**config.mk**
```make
export PLATFORM = sky130hd
export DESIGN_NAME = char_lcd_nibble_sequencer_core_flat
export DESIGN_NICKNAME = d
export VERILOG_FILES = /design/src/rtl/clns_pkg.sv /design/src/rtl/clns_if.sv /design/src/rtl/clns_div10.sv /design/src/rtl/clns_seq.sv /design/src/rtl/char_lcd_nibble_sequencer_core.sv /design/src/flat_wrapper.sv
export VERILOG_INCLUDE_DIRS = /design/src /design/src/rtl
export SDC_FILE = /design/constraint.sdc
export NUM_CORES = 1
export LEC_CHECK = 0
export ABC_AREA = 1
export BUFFER_PORTS_ARGS = -buffer_cell sky130_fd_sc_hd__buf_2
export CORE_ASPECT_RATIO = 0.75
export CORE_MARGIN = 1.5
export CORE_UTILIZATION = 56
export CTS_CLUSTER_SIZE = 40
export DETAILED_ROUTE_END_ITERATION = 7
export PLACE_DENSITY = 0.82
export SLEW_MARGIN = 20
export SYNTH_ARGS = -nofsm -noshare
export SYNTH_HDL_FRONTEND = slang
export SYNTH_SLANG_ARGS = --single-unit
export TNS_END_PERCENT = 30
```
**constraint.sdc**
```tcl
create_clock -name clk -period 3.2 [get_ports clk]
set_clock_uncertainty 0.2 [all_clocks]
set_input_delay 0.64 -clock clk [delete_from_list [all_inputs] [get_ports clk]]
set_output_delay 0.64 -clock clk [all_outputs]
set_load 0.01 [all_outputs]
```
**src/rtl/char_lcd_nibble_sequencer_core_macros.svh**
```systemverilog
// assertion helpers for the block that checks its own logic
`ifndef CHAR_LCD_NIBBLE_SEQUENCER_CORE_MACROS_SVH
`define CHAR_LCD_NIBBLE_SEQUENCER_CORE_MACROS_SVH

// condition implies consequence in the same cycle
`define CLNS_ASSERT_SAME(label, clk, rst_n, ante, cons, msg) \
    label: assert property (@(posedge clk) disable iff (!rst_n) (ante) |-> (cons)) \
        else $error(msg);

// condition implies consequence in the next cycle
`define CLNS_ASSERT_NEXT(label, clk, rst_n, ante, cons, msg) \
    label: assert property (@(posedge clk) disable iff (!rst_n) (ante) |=> (cons)) \
        else $error(msg);

`endif

```
**src/rtl/clns_pkg.sv**
```systemverilog
`timescale 1ns / 1ps
`default_nettype none

package clns_pkg;

    // request codes
    localparam logic [2:0] OP_INIT  = 3'd0;
    localparam logic [2:0] OP_CMD   = 3'd1;
    localparam logic [2:0] OP_DATA  = 3'd2;
    localparam logic [2:0] OP_GOTO  = 3'd3;
    localparam logic [2:0] OP_CLEAR = 3'd4;
    localparam logic [2:0] OP_TIME  = 3'd5;

    // delays in units of 1000 loops
    localparam logic [7:0] WAIT_WAKE     = 8'd150;
    localparam logic [7:0] WAIT_FIRST    = 8'd50;
    localparam logic [7:0] WAIT_CMD      = 8'd52;
    localparam logic [7:0] WAIT_CHAR     = 8'd2;
    localparam logic [7:0] WAIT_NONE     = 8'd0;
    localparam logic [5:0] AFTER_INIT    = 6'd54;
    localparam logic [5:0] AFTER_SETTLE  = 6'd2;
    localparam logic [5:0] AFTER_CLEAR   = 6'd4;
    localparam logic [5:0] AFTER_NONE    = 6'd0;

    // display command and character bytes
    localparam logic [7:0] CMD_CLEAR     = 8'h01;
    localparam logic [3:0] NIB_WAKE      = 4'h3;
    localparam logic [3:0] ASCII_DIGIT_HI = 4'h3;
    localparam logic [7:0] ASCII_COLON   = 8'h3A;
    localparam logic       GOTO_FLAG     = 1'b1;

    // time digit conversion
    localparam logic [6:0] DIGIT_BASE    = 7'd10;
    localparam logic [6:0] TIME_MAX      = 7'd99;

    // register select levels
    localparam logic RS_CMD  = 1'b0;
    localparam logic RS_DATA = 1'b1;

    typedef struct packed {
        logic       reg_select;
        logic [3:0] nibble;
        logic [7:0] wait_before;
        logic [5:0] wait_after;
        logic       last;
    } clns_strobe_t;

    typedef struct packed {
        logic       start;
        logic [6:0] value;
    } clns_div_req_t;

    typedef struct packed {
        logic       done;
        logic [3:0] tens;
        logic [3:0] ones;
    } clns_div_rsp_t;

    // power-up sequence: three wake strobes, then 02 28 0C 06 01
    function automatic clns_strobe_t clns_init_strobe(input logic [3:0] step);
        clns_strobe_t s;
        s = '{reg_select: RS_CMD, nibble: 4'h0, wait_before: WAIT_NONE,
              wait_after: AFTER_NONE, last: 1'b0};
        case (step)
            4'd0, 4'd1, 4'd2:
            begin
                s.nibble      = NIB_WAKE;
                s.wait_before = WAIT_WAKE;
            end
            4'd3:
            begin
                s.nibble      = 4'h0;
                s.wait_before = WAIT_FIRST;
            end
            4'd4:  s.nibble = 4'h2;
            4'd5:
            begin
                s.nibble      = 4'h2;
                s.wait_before = WAIT_CMD;
            end
            4'd6:  s.nibble = 4'h8;
            4'd7:
            begin
                s.nibble      = 4'h0;
                s.wait_before = WAIT_CMD;
            end
            4'd8:  s.nibble = 4'hC;
            4'd9:
            begin
                s.nibble      = 4'h0;
                s.wait_before = WAIT_CMD;
            end
            4'd10: s.nibble = 4'h6;
            4'd11:
            begin
                s.nibble      = 4'h0;
                s.wait_before = WAIT_CMD;
            end
            4'd12:
            begin
                s.nibble     = 4'h1;
                s.wait_after = AFTER_INIT;
                s.last       = 1'b1;
            end
            default: s.nibble = 4'h0;
        endcase
        return s;
    endfunction

endpackage

`default_nettype wire

```
**src/rtl/clns_if.sv**
```systemverilog
`timescale 1ns / 1ps
`default_nettype none

// request channel
interface clns_req_if;
    logic       valid;
    logic       ready;
    logic [2:0] op;
    logic [7:0] byte_value;
    logic       row;
    logic [5:0] col;
    logic [6:0] hours;
    logic [6:0] minutes;
    logic [6:0] seconds;

    modport source (output valid, op, byte_value, row, col, hours, minutes, seconds,
                    input ready);
    modport sink   (input valid, op, byte_value, row, col, hours, minutes, seconds,
                    output ready);
endinterface

// strobe channel
interface clns_strobe_if;
    logic       valid;
    logic       ready;
    logic       reg_select;
    logic [3:0] nibble;
    logic [7:0] wait_before;
    logic [5:0] wait_after;
    logic       last;

    modport source (output valid, reg_select, nibble, wait_before, wait_after, last,
                    input ready);
    modport sink   (input valid, reg_select, nibble, wait_before, wait_after, last,
                    output ready);
endinterface

`default_nettype wire

```
**src/rtl/clns_div10.sv**
```systemverilog
`timescale 1ns / 1ps
`default_nettype none

// shared subtract-and-compare unit: splits a time value into two decimal digits
module clns_div10
    import clns_pkg::*;
(
    input  wire logic          clk,
    input  wire logic          rst_n,
    input  wire clns_div_req_t dreq,
    output clns_div_rsp_t      drsp
);

    logic       busy_reg, busy_next;
    logic [6:0] rem_reg, rem_next;
    logic [3:0] tens_reg, tens_next;
    logic       rem_small;

    assign rem_small = (rem_reg < DIGIT_BASE);

    // finished once the remainder is below ten
    always_comb
    begin
        drsp.done = busy_reg && rem_small;
        drsp.tens = tens_reg;
        drsp.ones = rem_reg[3:0];
    end

    // load with saturation, then one subtraction of ten a cycle
    always_comb
    begin
        busy_next = busy_reg;
        rem_next  = rem_reg;
        tens_next = tens_reg;
        if (dreq.start)
        begin
            busy_next = 1'b1;
            rem_next  = (dreq.value > TIME_MAX) ? TIME_MAX : dreq.value;
            tens_next = 4'd0;
        end
        else if (busy_reg)
        begin
            if (rem_small)
            begin
                busy_next = 1'b0;
            end
            else
            begin
                rem_next  = rem_reg - DIGIT_BASE;
                tens_next = tens_reg + 4'd1;
            end
        end
    end

    always_ff @(posedge clk or negedge rst_n)
    begin
        if (!rst_n)
        begin
            busy_reg <= 1'b0;
        end
        else
        begin
            busy_reg <= busy_next;
        end
    end

    always_ff @(posedge clk)
    begin
        rem_reg  <= rem_next;
        tens_reg <= tens_next;
    end

endmodule

`default_nettype wire

```
**src/rtl/clns_seq.sv**
```systemverilog
`timescale 1ns / 1ps
`default_nettype none

// request sequencer: takes a request, runs the digit unit, steps through the strobes
module clns_seq
    import clns_pkg::*;
(
    input  wire logic          clk,
    input  wire logic          rst_n,
    clns_req_if.sink           req,
    output clns_div_req_t      dreq,
    input  wire clns_div_rsp_t drsp,
    output logic               gen_valid,
    input  wire logic          gen_ready,
    output clns_strobe_t       gen_item
);

    localparam logic [1:0] ST_IDLE = 2'd0;
    localparam logic [1:0] ST_DIV  = 2'd1;
    localparam logic [1:0] ST_EMIT = 2'd2;

    logic [1:0] state_reg, state_next;
    logic [3:0] step_reg, step_next;
    logic [1:0] fld_reg, fld_next;

    logic [2:0] op_reg;
    logic [7:0] byte_reg;
    logic       row_reg;
    logic [5:0] col_reg;
    logic [6:0] min_reg;
    logic [6:0] sec_reg;
    logic [3:0] tens_reg [3];
    logic [3:0] ones_reg [3];

    logic       accept;
    logic [7:0] byte_sel;
    logic [7:0] char_sel;

    assign req.ready = (state_reg == ST_IDLE);
    assign accept    = req.valid && req.ready;
    assign gen_valid = (state_reg == ST_EMIT);

    // byte for the two-strobe requests
    always_comb
    begin
        case (op_reg)
            OP_GOTO:  byte_sel = {GOTO_FLAG, row_reg, col_reg};
            OP_CLEAR: byte_sel = CMD_CLEAR;
            default:  byte_sel = byte_reg;
        endcase
    end

    // character of the time string, two strobes each
    always_comb
    begin
        case (step_reg[3:1])
            3'd0:    char_sel = {ASCII_DIGIT_HI, tens_reg[0]};
            3'd1:    char_sel = {ASCII_DIGIT_HI, ones_reg[0]};
            3'd3:    char_sel = {ASCII_DIGIT_HI, tens_reg[1]};
            3'd4:    char_sel = {ASCII_DIGIT_HI, ones_reg[1]};
            3'd6:    char_sel = {ASCII_DIGIT_HI, tens_reg[2]};
            3'd7:    char_sel = {ASCII_DIGIT_HI, ones_reg[2]};
            default: char_sel = ASCII_COLON;
        endcase
    end

    // strobe for the current step
    always_comb
    begin
        gen_item = '{reg_select: RS_CMD, nibble: 4'h0, wait_before: WAIT_NONE,
                     wait_after: AFTER_NONE, last: 1'b0};
        if (op_reg == OP_INIT)
        begin
            gen_item = clns_init_strobe(step_reg);
        end
        else if (op_reg == OP_TIME)
        begin
            gen_item.reg_select  = RS_DATA;
            gen_item.nibble      = step_reg[0] ? char_sel[3:0] : char_sel[7:4];
            gen_item.wait_before = (!step_reg[0] && (step_reg != 4'd0)) ? WAIT_CHAR
                                                                         : WAIT_NONE;
            gen_item.last        = (step_reg == 4'd15);
            gen_item.wait_after  = gen_item.last ? AFTER_SETTLE : AFTER_NONE;
        end
        else if (op_reg inside {OP_CMD, OP_DATA, OP_GOTO, OP_CLEAR})
        begin
            gen_item.reg_select = (op_reg == OP_DATA) ? RS_DATA : RS_CMD;
            gen_item.nibble     = step_reg[0] ? byte_sel[3:0] : byte_sel[7:4];
            gen_item.last       = step_reg[0];
            if (step_reg[0])
            begin
                gen_item.wait_after = (op_reg == OP_CLEAR) ? AFTER_CLEAR : AFTER_SETTLE;
            end
        end
    end

    // digit unit requests: hours at accept, then minutes and seconds
    always_comb
    begin
        dreq.start = 1'b0;
        dreq.value = req.hours;
        if (accept && (req.op == OP_TIME))
        begin
            dreq.start = 1'b1;
        end
        else if ((state_reg == ST_DIV) && drsp.done && (fld_reg != 2'd2))
        begin
            dreq.start = 1'b1;
            dreq.value = (fld_reg == 2'd0) ? min_reg : sec_reg;
        end
    end

    // sequencer
    always_comb
    begin
        state_next = state_reg;
        step_next  = step_reg;
        fld_next   = fld_reg;
        case (state_reg)
            ST_IDLE:
            begin
                step_next = 4'd0;
                fld_next  = 2'd0;
                if (accept)
                begin
                    if (req.op == OP_TIME)
                    begin
                        state_next = ST_DIV;
                    end
                    else if (req.op < OP_TIME)
                    begin
                        state_next = ST_EMIT;
                    end
                end
            end
            ST_DIV:
            begin
                if (drsp.done)
                begin
                    if (fld_reg == 2'd2)
                    begin
                        state_next = ST_EMIT;
                    end
                    else
                    begin
                        fld_next = fld_reg + 2'd1;
                    end
                end
            end
            ST_EMIT:
            begin
                if (gen_ready)
                begin
                    if (gen_item.last)
                    begin
                        state_next = ST_IDLE;
                    end
                    else
                    begin
                        step_next = step_reg + 4'd1;
                    end
                end
            end
            default: state_next = ST_IDLE;
        endcase
    end

    always_ff @(posedge clk or negedge rst_n)
    begin
        if (!rst_n)
        begin
            state_reg <= ST_IDLE;
            step_reg  <= 4'd0;
            fld_reg   <= 2'd0;
        end
        else
        begin
            state_reg <= state_next;
            step_reg  <= step_next;
            fld_reg   <= fld_next;
        end
    end

    // request payload and finished digits
    always_ff @(posedge clk)
    begin
        if (accept)
        begin
            op_reg   <= req.op;
            byte_reg <= req.byte_value;
            row_reg  <= req.row;
            col_reg  <= req.col;
            min_reg  <= req.minutes;
            sec_reg  <= req.seconds;
        end
        if ((state_reg == ST_DIV) && drsp.done)
        begin
            tens_reg[fld_reg] <= drsp.tens;
            ones_reg[fld_reg] <= drsp.ones;
        end
    end

endmodule

`default_nettype wire

```
**src/rtl/char_lcd_nibble_sequencer_core.sv**
```systemverilog
`timescale 1ns / 1ps
`default_nettype none

// Character-LCD 4-bit strobe sequencer. Each request on req turns into a run of
// strobes on strobe, one per cycle while the sink is ready: 13 for initialisation,
// 2 for command, data, goto and clear, 16 for a time string, none for codes 6 and 7.
// A time request first splits hours, minutes and seconds into decimal digits on a
// single subtract-ten unit, one value after another, the next value loading in the
// cycle the previous one finishes. An unused code is accepted and starts no run.
// req is not ready until the last strobe of the request has entered the output
// register, which then lets the next request in while that strobe waits.

`include "char_lcd_nibble_sequencer_core_macros.svh"

module char_lcd_nibble_sequencer_core
    import clns_pkg::*;
(
    input  wire logic    clk,
    input  wire logic    rst_n,
    clns_req_if.sink     req,
    clns_strobe_if.source strobe
);

    clns_div_req_t dreq;
    clns_div_rsp_t drsp;
    logic          gen_valid;
    logic          gen_ready;
    clns_strobe_t  gen_item;

    logic          out_valid_reg, out_valid_next;
    clns_strobe_t  out_item_reg;

    // digit unit
    clns_div10 u_div10 (
        .clk  (clk),
        .rst_n(rst_n),
        .dreq (dreq),
        .drsp (drsp)
    );

    // request sequencer
    clns_seq u_seq (
        .clk      (clk),
        .rst_n    (rst_n),
        .req      (req),
        .dreq     (dreq),
        .drsp     (drsp),
        .gen_valid(gen_valid),
        .gen_ready(gen_ready),
        .gen_item (gen_item)
    );

    // output register
    assign gen_ready = !out_valid_reg || strobe.ready;

    always_comb
    begin
        out_valid_next = out_valid_reg;
        if (gen_valid && gen_ready)
        begin
            out_valid_next = 1'b1;
        end
        else if (strobe.ready)
        begin
            out_valid_next = 1'b0;
        end
    end

    always_ff @(posedge clk or negedge rst_n)
    begin
        if (!rst_n)
        begin
            out_valid_reg <= 1'b0;
        end
        else
        begin
            out_valid_reg <= out_valid_next;
        end
    end

    always_ff @(posedge clk)
    begin
        if (gen_valid && gen_ready)
        begin
            out_item_reg <= gen_item;
        end
    end

    assign strobe.valid       = out_valid_reg;
    assign strobe.reg_select  = out_item_reg.reg_select;
    assign strobe.nibble      = out_item_reg.nibble;
    assign strobe.wait_before = out_item_reg.wait_before;
    assign strobe.wait_after  = out_item_reg.wait_after;
    assign strobe.last        = out_item_reg.last;

    // checks
    `CLNS_ASSERT_SAME(a_after_only_last, clk, rst_n, strobe.valid && !strobe.last, strobe.wait_after == AFTER_NONE, "settle delay on a strobe that is not the last")
    `CLNS_ASSERT_NEXT(a_busy_after_req, clk, rst_n, req.valid && req.ready && (req.op <= OP_TIME), !req.ready, "sequencer ready again straight after a request")
    `CLNS_ASSERT_NEXT(a_unused_op_idle, clk, rst_n, req.valid && req.ready && (req.op > OP_TIME), req.ready && !gen_valid, "unused request code started a run")

endmodule

`default_nettype wire
```
**src/flat_wrapper.sv**
```systemverilog
// flat-port wrapper written by rule: the top's interface ports become plain ports
module char_lcd_nibble_sequencer_core_flat import clns_pkg::*;
  (clk, rst_n, req_valid, req_op, req_byte_value, req_row, req_col, req_hours, req_minutes, req_seconds, req_ready, strobe_valid, strobe_reg_select, strobe_nibble, strobe_wait_before, strobe_wait_after, strobe_last, strobe_ready);
  clns_req_if req_i ();
  clns_strobe_if strobe_i ();
  input  wire logic clk;
  input  wire logic rst_n;
  input wire logic [$bits(req_i.valid)-1:0] req_valid;
  input wire logic [$bits(req_i.op)-1:0] req_op;
  input wire logic [$bits(req_i.byte_value)-1:0] req_byte_value;
  input wire logic [$bits(req_i.row)-1:0] req_row;
  input wire logic [$bits(req_i.col)-1:0] req_col;
  input wire logic [$bits(req_i.hours)-1:0] req_hours;
  input wire logic [$bits(req_i.minutes)-1:0] req_minutes;
  input wire logic [$bits(req_i.seconds)-1:0] req_seconds;
  output wire logic [$bits(req_i.ready)-1:0] req_ready;
  output wire logic [$bits(strobe_i.valid)-1:0] strobe_valid;
  output wire logic [$bits(strobe_i.reg_select)-1:0] strobe_reg_select;
  output wire logic [$bits(strobe_i.nibble)-1:0] strobe_nibble;
  output wire logic [$bits(strobe_i.wait_before)-1:0] strobe_wait_before;
  output wire logic [$bits(strobe_i.wait_after)-1:0] strobe_wait_after;
  output wire logic [$bits(strobe_i.last)-1:0] strobe_last;
  input wire logic [$bits(strobe_i.ready)-1:0] strobe_ready;
  assign req_i.valid = req_valid;
  assign req_i.op = req_op;
  assign req_i.byte_value = req_byte_value;
  assign req_i.row = req_row;
  assign req_i.col = req_col;
  assign req_i.hours = req_hours;
  assign req_i.minutes = req_minutes;
  assign req_i.seconds = req_seconds;
  assign req_ready = req_i.ready;
  assign strobe_valid = strobe_i.valid;
  assign strobe_reg_select = strobe_i.reg_select;
  assign strobe_nibble = strobe_i.nibble;
  assign strobe_wait_before = strobe_i.wait_before;
  assign strobe_wait_after = strobe_i.wait_after;
  assign strobe_last = strobe_i.last;
  assign strobe_i.ready = strobe_ready;
  char_lcd_nibble_sequencer_core u_core (.clk(clk), .rst_n(rst_n), .req(req_i), .strobe(strobe_i));
endmodule
```
Word-level counts from Yosys, hierarchy flattened
Memories as Yosys holds them, arrays and structs flattened.
Cells that the tools add are included.
{ "word_totals": {"ram_bits": 24, "out_inout_bits": 22, "word_cells": 141, "in_bits": 43, "n_memories": 2, "register_bits": 73} }
{ "mem_list": {"columns": ["memory", "depth", "width", "read_ports", "rd_ports_with_merged_regs", "write_ports", "line", "rtl"], "rows": [
  ["u_core.u_seq.ones_reg", 3, 4, 3, 0, 1, "clns_seq.sv:33", "logic [3:0] ones_reg [3];"],
  ["u_core.u_seq.tens_reg", 3, 4, 3, 0, 1, "clns_seq.sv:32", "logic [3:0] tens_reg [3];"]
]} }
{ "op_classes": {"n_eq_ne": 37, "order_cmp": 3, "n_mux": 47, "n_addsub": 4, "reduce_logical": 29, "bitwise": 1} }
{ "ops": {"columns": ["operator", "count"], "rows": [
  ["2-to-1 mux 7 bit", 7],
  ["one-hot mux 4 bit (6 select lines)", 2],
  ["== test 4 bit, second input constant", 6],
  ["2-to-1 mux 2 bit", 12],
  ["2-to-1 mux 4 bit", 6],
  ["one-hot mux 8 bit (3 select lines)", 1],
  ["2-to-1 mux 19 bit", 1],
  ["== test 3 bit, second input constant", 6],
  ["== test 4 x 3 -> 1 bit, second input constant", 4],
  ["one-hot mux 8 bit (2 select lines)", 1],
  ["!= test 2 bit, second input constant", 6],
  ["2-to-1 mux 5 bit", 2],
  ["== test 3 x 2 -> 1 bit, second input constant", 3],
  ["2-to-1 mux 1 bit", 9],
  ["adder 4 x 1 -> 4 bit, second input constant", 2],
  ["== test 4 x 2 -> 1 bit, second input constant", 2],
  ["2-to-1 mux 8 bit", 1],
  ["one-hot mux 4 bit (2 select lines)", 1],
  ["nonzero test 2 bit", 4],
  ["nonzero test 4 bit", 2],
  ["greater-than comparator 7 bit, second input constant", 1],
  ["logical AND 1 bit", 7],
  ["< comparator 7 x 4 -> 1 bit, second input constant", 1],
  ["subtractor 7 x 4 -> 7 bit, second input constant", 1],
  ["23 further kinds", 33]
]} }

Longest topological paths before layout
{ "logic_depth": {"depth_word": 9, "ltp_mapped": 12, "mapped_depth_nobuf": 12} }

Hierarchy
Synthesis repeated with hierarchy kept, for this count alone.
{ "unflattened": {"hier_cells": 445, "hier_area_um2": 4558.1} }
{ "modules_own_cells": {"columns": ["mod", "cells_per_inst", "seq_area_each_um2", "area_per_inst_um2", "n_inst"], "rows": [
  ["clns_seq", 334, 1881.8, 3199.3, 1],
  ["clns_div10", 85, 315.3, 713.2, 1],
  ["char_lcd_nibble_sequencer_core", 26, 625.6, 645.6, 1]
]} }

Least setup slack after synthesis
No wires, ideal clock.
{ "synth_path": {"path_kind": "input -> register", "startpoint": "input req_valid", "endpoint": "register u_core.u_div10.rem_reg[1], enable pin", "setup_ns": 0.318, "path_buffers": 0, "setup_slack_ns": 0.413, "required_ns": 2.682, "t_arrival_ns": 2.269, "cell_stages": 6, "cell_sequence": "inv_1 nor2_2 nand3_1 nand2_2 inv_1 nand2_1"} }
{ "synth_via": {"elab_chain_cells": 5, "word_cells_on_any_way": 6, "cone_classes": "1 x eq/ne; 1 x mux; 4 x reduce/logical"} }
{ "synth_lines": {"columns": ["item", "line", "rtl"], "rows": [
  ["start, declared", "flat_wrapper.sv:8", "input wire logic [$bits(req_i.valid)-1:0] req_valid;"],
  ["logical AND 1 bit (*)", "clns_seq.sv:40", "assign accept = req.valid && req.ready;"],
  ["net u_core.u_seq.accept", "clns_seq.sv:35", "logic accept;"],
  ["logical AND 1 bit (*)", "clns_seq.sv:102", "if (accept && (req.op == OP_TIME))"],
  ["2-to-1 mux 1 bit (*)", "clns_seq.sv:102", null],
  ["!= test 2 x 1 -> 1 bit (no source line) / nonzero test 2 bit (equally long branches)", null, null],
  ["AND reduction 2 bit (no source line) (*)", null, null],
  ["end signal, assigned", "clns_div10.sv:69", "rem_reg <= rem_next;"],
  ["end, declared", "clns_div10.sv:15", "logic [6:0] rem_reg, rem_next;"]
]} }
Mark *: on every way through the listed nets, which the timed path passes. The rest lies on a longest branch.
A chain may end at the register's enable or synchronous reset.

Worst setup path after layout
{ "layout_path": {"startpoint": "register u_core.u_div10.rem_reg[1]", "endpoint": "memory u_core.u_seq.ones_reg[0][2], enable pin"} }
{ "layout_via": {"elab_chain_cells": 5} }
{ "layout_lines": {"columns": ["item", "line", "rtl"], "rows": [
  ["< comparator 7 x 4 -> 1 bit", "clns_div10.sv:19", "assign rem_small = (rem_reg < DIGIT_BASE);"],
  ["logical AND 1 bit", "clns_div10.sv:24", "drsp.done = busy_reg && rem_small;"],
  ["logical AND 1 bit", "clns_seq.sv:196", "if ((state_reg == ST_DIV) && drsp.done)"],
  ["2-to-1 mux 1 bit", "clns_seq.sv:196", null],
  ["2-to-1 mux 1 bit (not written as such)", "clns_seq.sv:199", "ones_reg[fld_reg] <= drsp.ones;"],
  ["end, declared", "clns_seq.sv:33", null]
]} }
Every way passes these cells.

==> flow_summary.yaml <==
power:
  max-vdd-ir-drop_mv: 0.395
  power.density_cell_area_mw_per_mm2: 552
  power.static_leakage_nw: 2.00
global_routing:
  grtUsageTotal_pct: 22.2
  groute.layer.met3.usage_pct: 5.79
  first_global_vias: 2975
  global_route.usage.met1_pct: 28.3
  wire_length_of_the_first_global_routing_pass_mm: 13.4
  gr-usage-met2_pct: 35.6
  grt_most_used_layer: "met2"
  number_of_antenna_violations_at_the_first_check_in_global_routing: 0
  global_route.overflow_total: 0
  grt_start_max_net_pins: 33
place:
  pre_cts_ws_ps: 701
  portBuffers: 59
  detailed_place_hpwl_mm: 5.99
  gp_congestion: 0.900
routing:
  number_of_antenna_violating_nets_in_the_routed_design: 0
  detail_route.first_pass.iterations: 5
  vias_per_cell: 5.27
  detail_route.drc_violations: 0
  routed_wire_length_per_instance_um: 14.0
  postRouteWirelength_mm: 8.08
  route.vias.total: 3038
  detailedRoute.firstIterationViolations: 188
worst_setup_path:
  critical_path.endpoint_type: "register"
  crit_arrival_ps: 2290
  crit_fanout: 8
  timing_worst_setup_path_type: "reg -> reg"
  startpoint_type: "register"
  cp_cell_sequence: "inv_1 -> ha_1 -> inv_1 -> nand2_1 -> nand3_1 -> nor2_1 -> nand2_1 -> nor2_1"
  worst_path_largest_cell_delay_ps: 520
  required_ps: 3020
  worst_path_max_delay_cell: "sky130_fd_sc_hd__nor2_1"
clock_network:
  tritoncts_num_sinks: 91
  cts.path.max_buffers: 2
  worst_setup_hold_path_clk_slew_ps: 100
  clk-insertion-delay-late_ps: 370
  cts_inserted_buffers: 9
  post_cts_buffers: 0
  tritoncts: "built"
  clock-root-buffer: "sky130_fd_sc_hd__clkbuf_8"
  cts_htree_levels: 3
floorplan:
  die_h_um: 78.3
  core_mm2: 0.00733
  placement_rows: 27
  die_area_mm2: 0.00810
  die_x_um: 103
  ioPinCount: 65
  initial_core_util_pct: 57.8
cells_and_area:
  area_growth_pct: 13.5
  drive_gt1_share_pct: 23.1
  post-route-util_pct: 65.6
  num-nets-final: 523
  n_antenna_cell: 0
synthesis:
  yosys.area.top_type_share_pct: 54.6
  syn_inst_count: 405
  syn_area_per_cell_um2: 10.5
  synth_area_mm2: 0.00424
  synth.cells.most_frequent: "80 x sky130_fd_sc_hd__nand2_1, 77 x sky130_fd_sc_hd__edfxtp_1, 46 x sky130_fd_sc_hd__inv_1, 41 x sky130_fd_sc_hd__nand3_1, 31 x sky130_fd_sc_hd__nor2_1"
  seq_area_frac_synth_pct: 62.4
  synth_edf_count: 77
  synth-seq-cells: 91
  yosys.cell_count.top_type: "sky130_fd_sc_hd__nand2_1"
  dominantRegCellSynth: "sky130_fd_sc_hd__edfxtp_1"
  synth_warnings: 0
  netlist_top_cells_area: "sky130_fd_sc_hd__edfxtp_1 55%, sky130_fd_sc_hd__nand2_1 7.1%, sky130_fd_sc_hd__dfrtp_1 5.9%"
  synth_top_area_cell: "sky130_fd_sc_hd__edfxtp_1"
  ys_types: 36
  asyncSetResetFlopFracSynth_pct: 11.0
sta:
  clock.fmax_mhz: 404
  finalSetupTns_ps: 0
  report.final.setup_viol: 0
  worst_pin_slew_ps: 1010
  slew_violations: 0
  setup_ws_ps: 725
  finalHoldViolations: 0
  layout_worst_path_cycle_share_pct: 77.4
  relSlewSlack_pct: 32.2
  min_period_ps: 2480
  unrepaired_setup_endpoints_after_global_routing: "no"
flow_run:
  timing.max_cap.violations: 0
worst_hold_path:
  timing.hold.worst.class: "in -> reg"
outcome:
  run_status: "completed"
final cells by class:
cell class              instances  area, um^2
clock buffers                   9         124
clock inverters                 7        63.8
inverters                      50         188
flip-flops and latches         91        2640
fillers                       582        2520
multi-input cells             258        1350
repair buffers                 61         313
well taps                     101         126
through the flow:
| step | total power, mW | cells | hold WS, ps | cell area (um^2) |
|---|---|---|---|---|
| global placement | 1.92 | 560 | 298 | 4610 |
| global route | 2.79 | 577 | 223 | 4810 |
| floorplan | 1.80 | 409 | 144 | 4250 |
| detailed placement | 1.94 | 560 | 309 | 4610 |
| CTS | 2.67 | 577 | 219 | 4810 |
| finish | 2.65 | 577 | 231 | 4810 |
final timing paths:
kind,startpoint,endpoint,slack (ps),cells after the start
worst max register to register,u_core.u_div10.rem_reg[1],u_core.u_seq.ones_reg[0][2],720,8
min in group asynchronous,rst_n,u_core.u_div10.busy_reg,460,2
worst max-delay path,u_core.u_div10.rem_reg[1],u_core.u_seq.ones_reg[0][2],720,8
max in group asynchronous,rst_n,u_core.u_seq.state_reg[1],2130,2
worst min-delay path,req_seconds[5],u_core.u_seq.sec_reg[5],230,1
worst min register to register,u_core.u_seq.fld_reg[1],u_core.u_seq.fld_reg[1],330,2
worst max-delay path: cells and delay by family, from the launching register on:
family | cells | cell delay (ps)
flops | 1 | 450
fa+ha+maj | 1 | 140
buf+inv | 2 | 150
simple gates | 5 | 1170
what timing repair did:
action / in CTS / in global routing
hold buffers: 1 / 0
gates resized for setup: 0 / 0
hold endpoints to repair: 10 / 0
layer usage:
metal	up-vias	part of all wire [%]
li1	1501	-
met1	1393	44
met2	127	46
met3	17	7.4
met4	0	2.4
met5	-	0
placed cells by master (no fill, tap or decap), drive strengths merged, types with 2 or more instances in the layout:
cell type and count:
ha 9, nand3 42, nand4 5, dfrtp 10
dfxtp 4, a21oi 13, nor3 2, nor2 40
or2 6, o21ai 28, conb 5, clkinvlp 2
a31oi 3, inv 55, nand2 90, clkbuf 9
edfxtp 77, o2111ai 2, xor2 3, buf 60
o22ai 3, o211ai 3
kinds of logic (layout without fill, tap and decap cells):
kind of cell / count (synthesis) / count (layout) / share of synthesized area [%]
buffers and inverters: 60 / 127 / 6.05
flip-flops: 91 / 91 / 62.4
other: 1 / 5 / 0.0885
XOR/XNOR: 3 / 3 / 0.620
AND/OR/NAND/NOR: 187 / 187 / 21.0
AO/OA/AOI/OAI: 54 / 54 / 7.24
adder cells (fa/ha/maj): 9 / 9 / 2.66
power breakdown:
group	switching [mW]	internal, mW
clock network	0.438	0.301
logic	0.261	0.153
registers	0.0931	1.41
(Power assumes the default switching activity.)
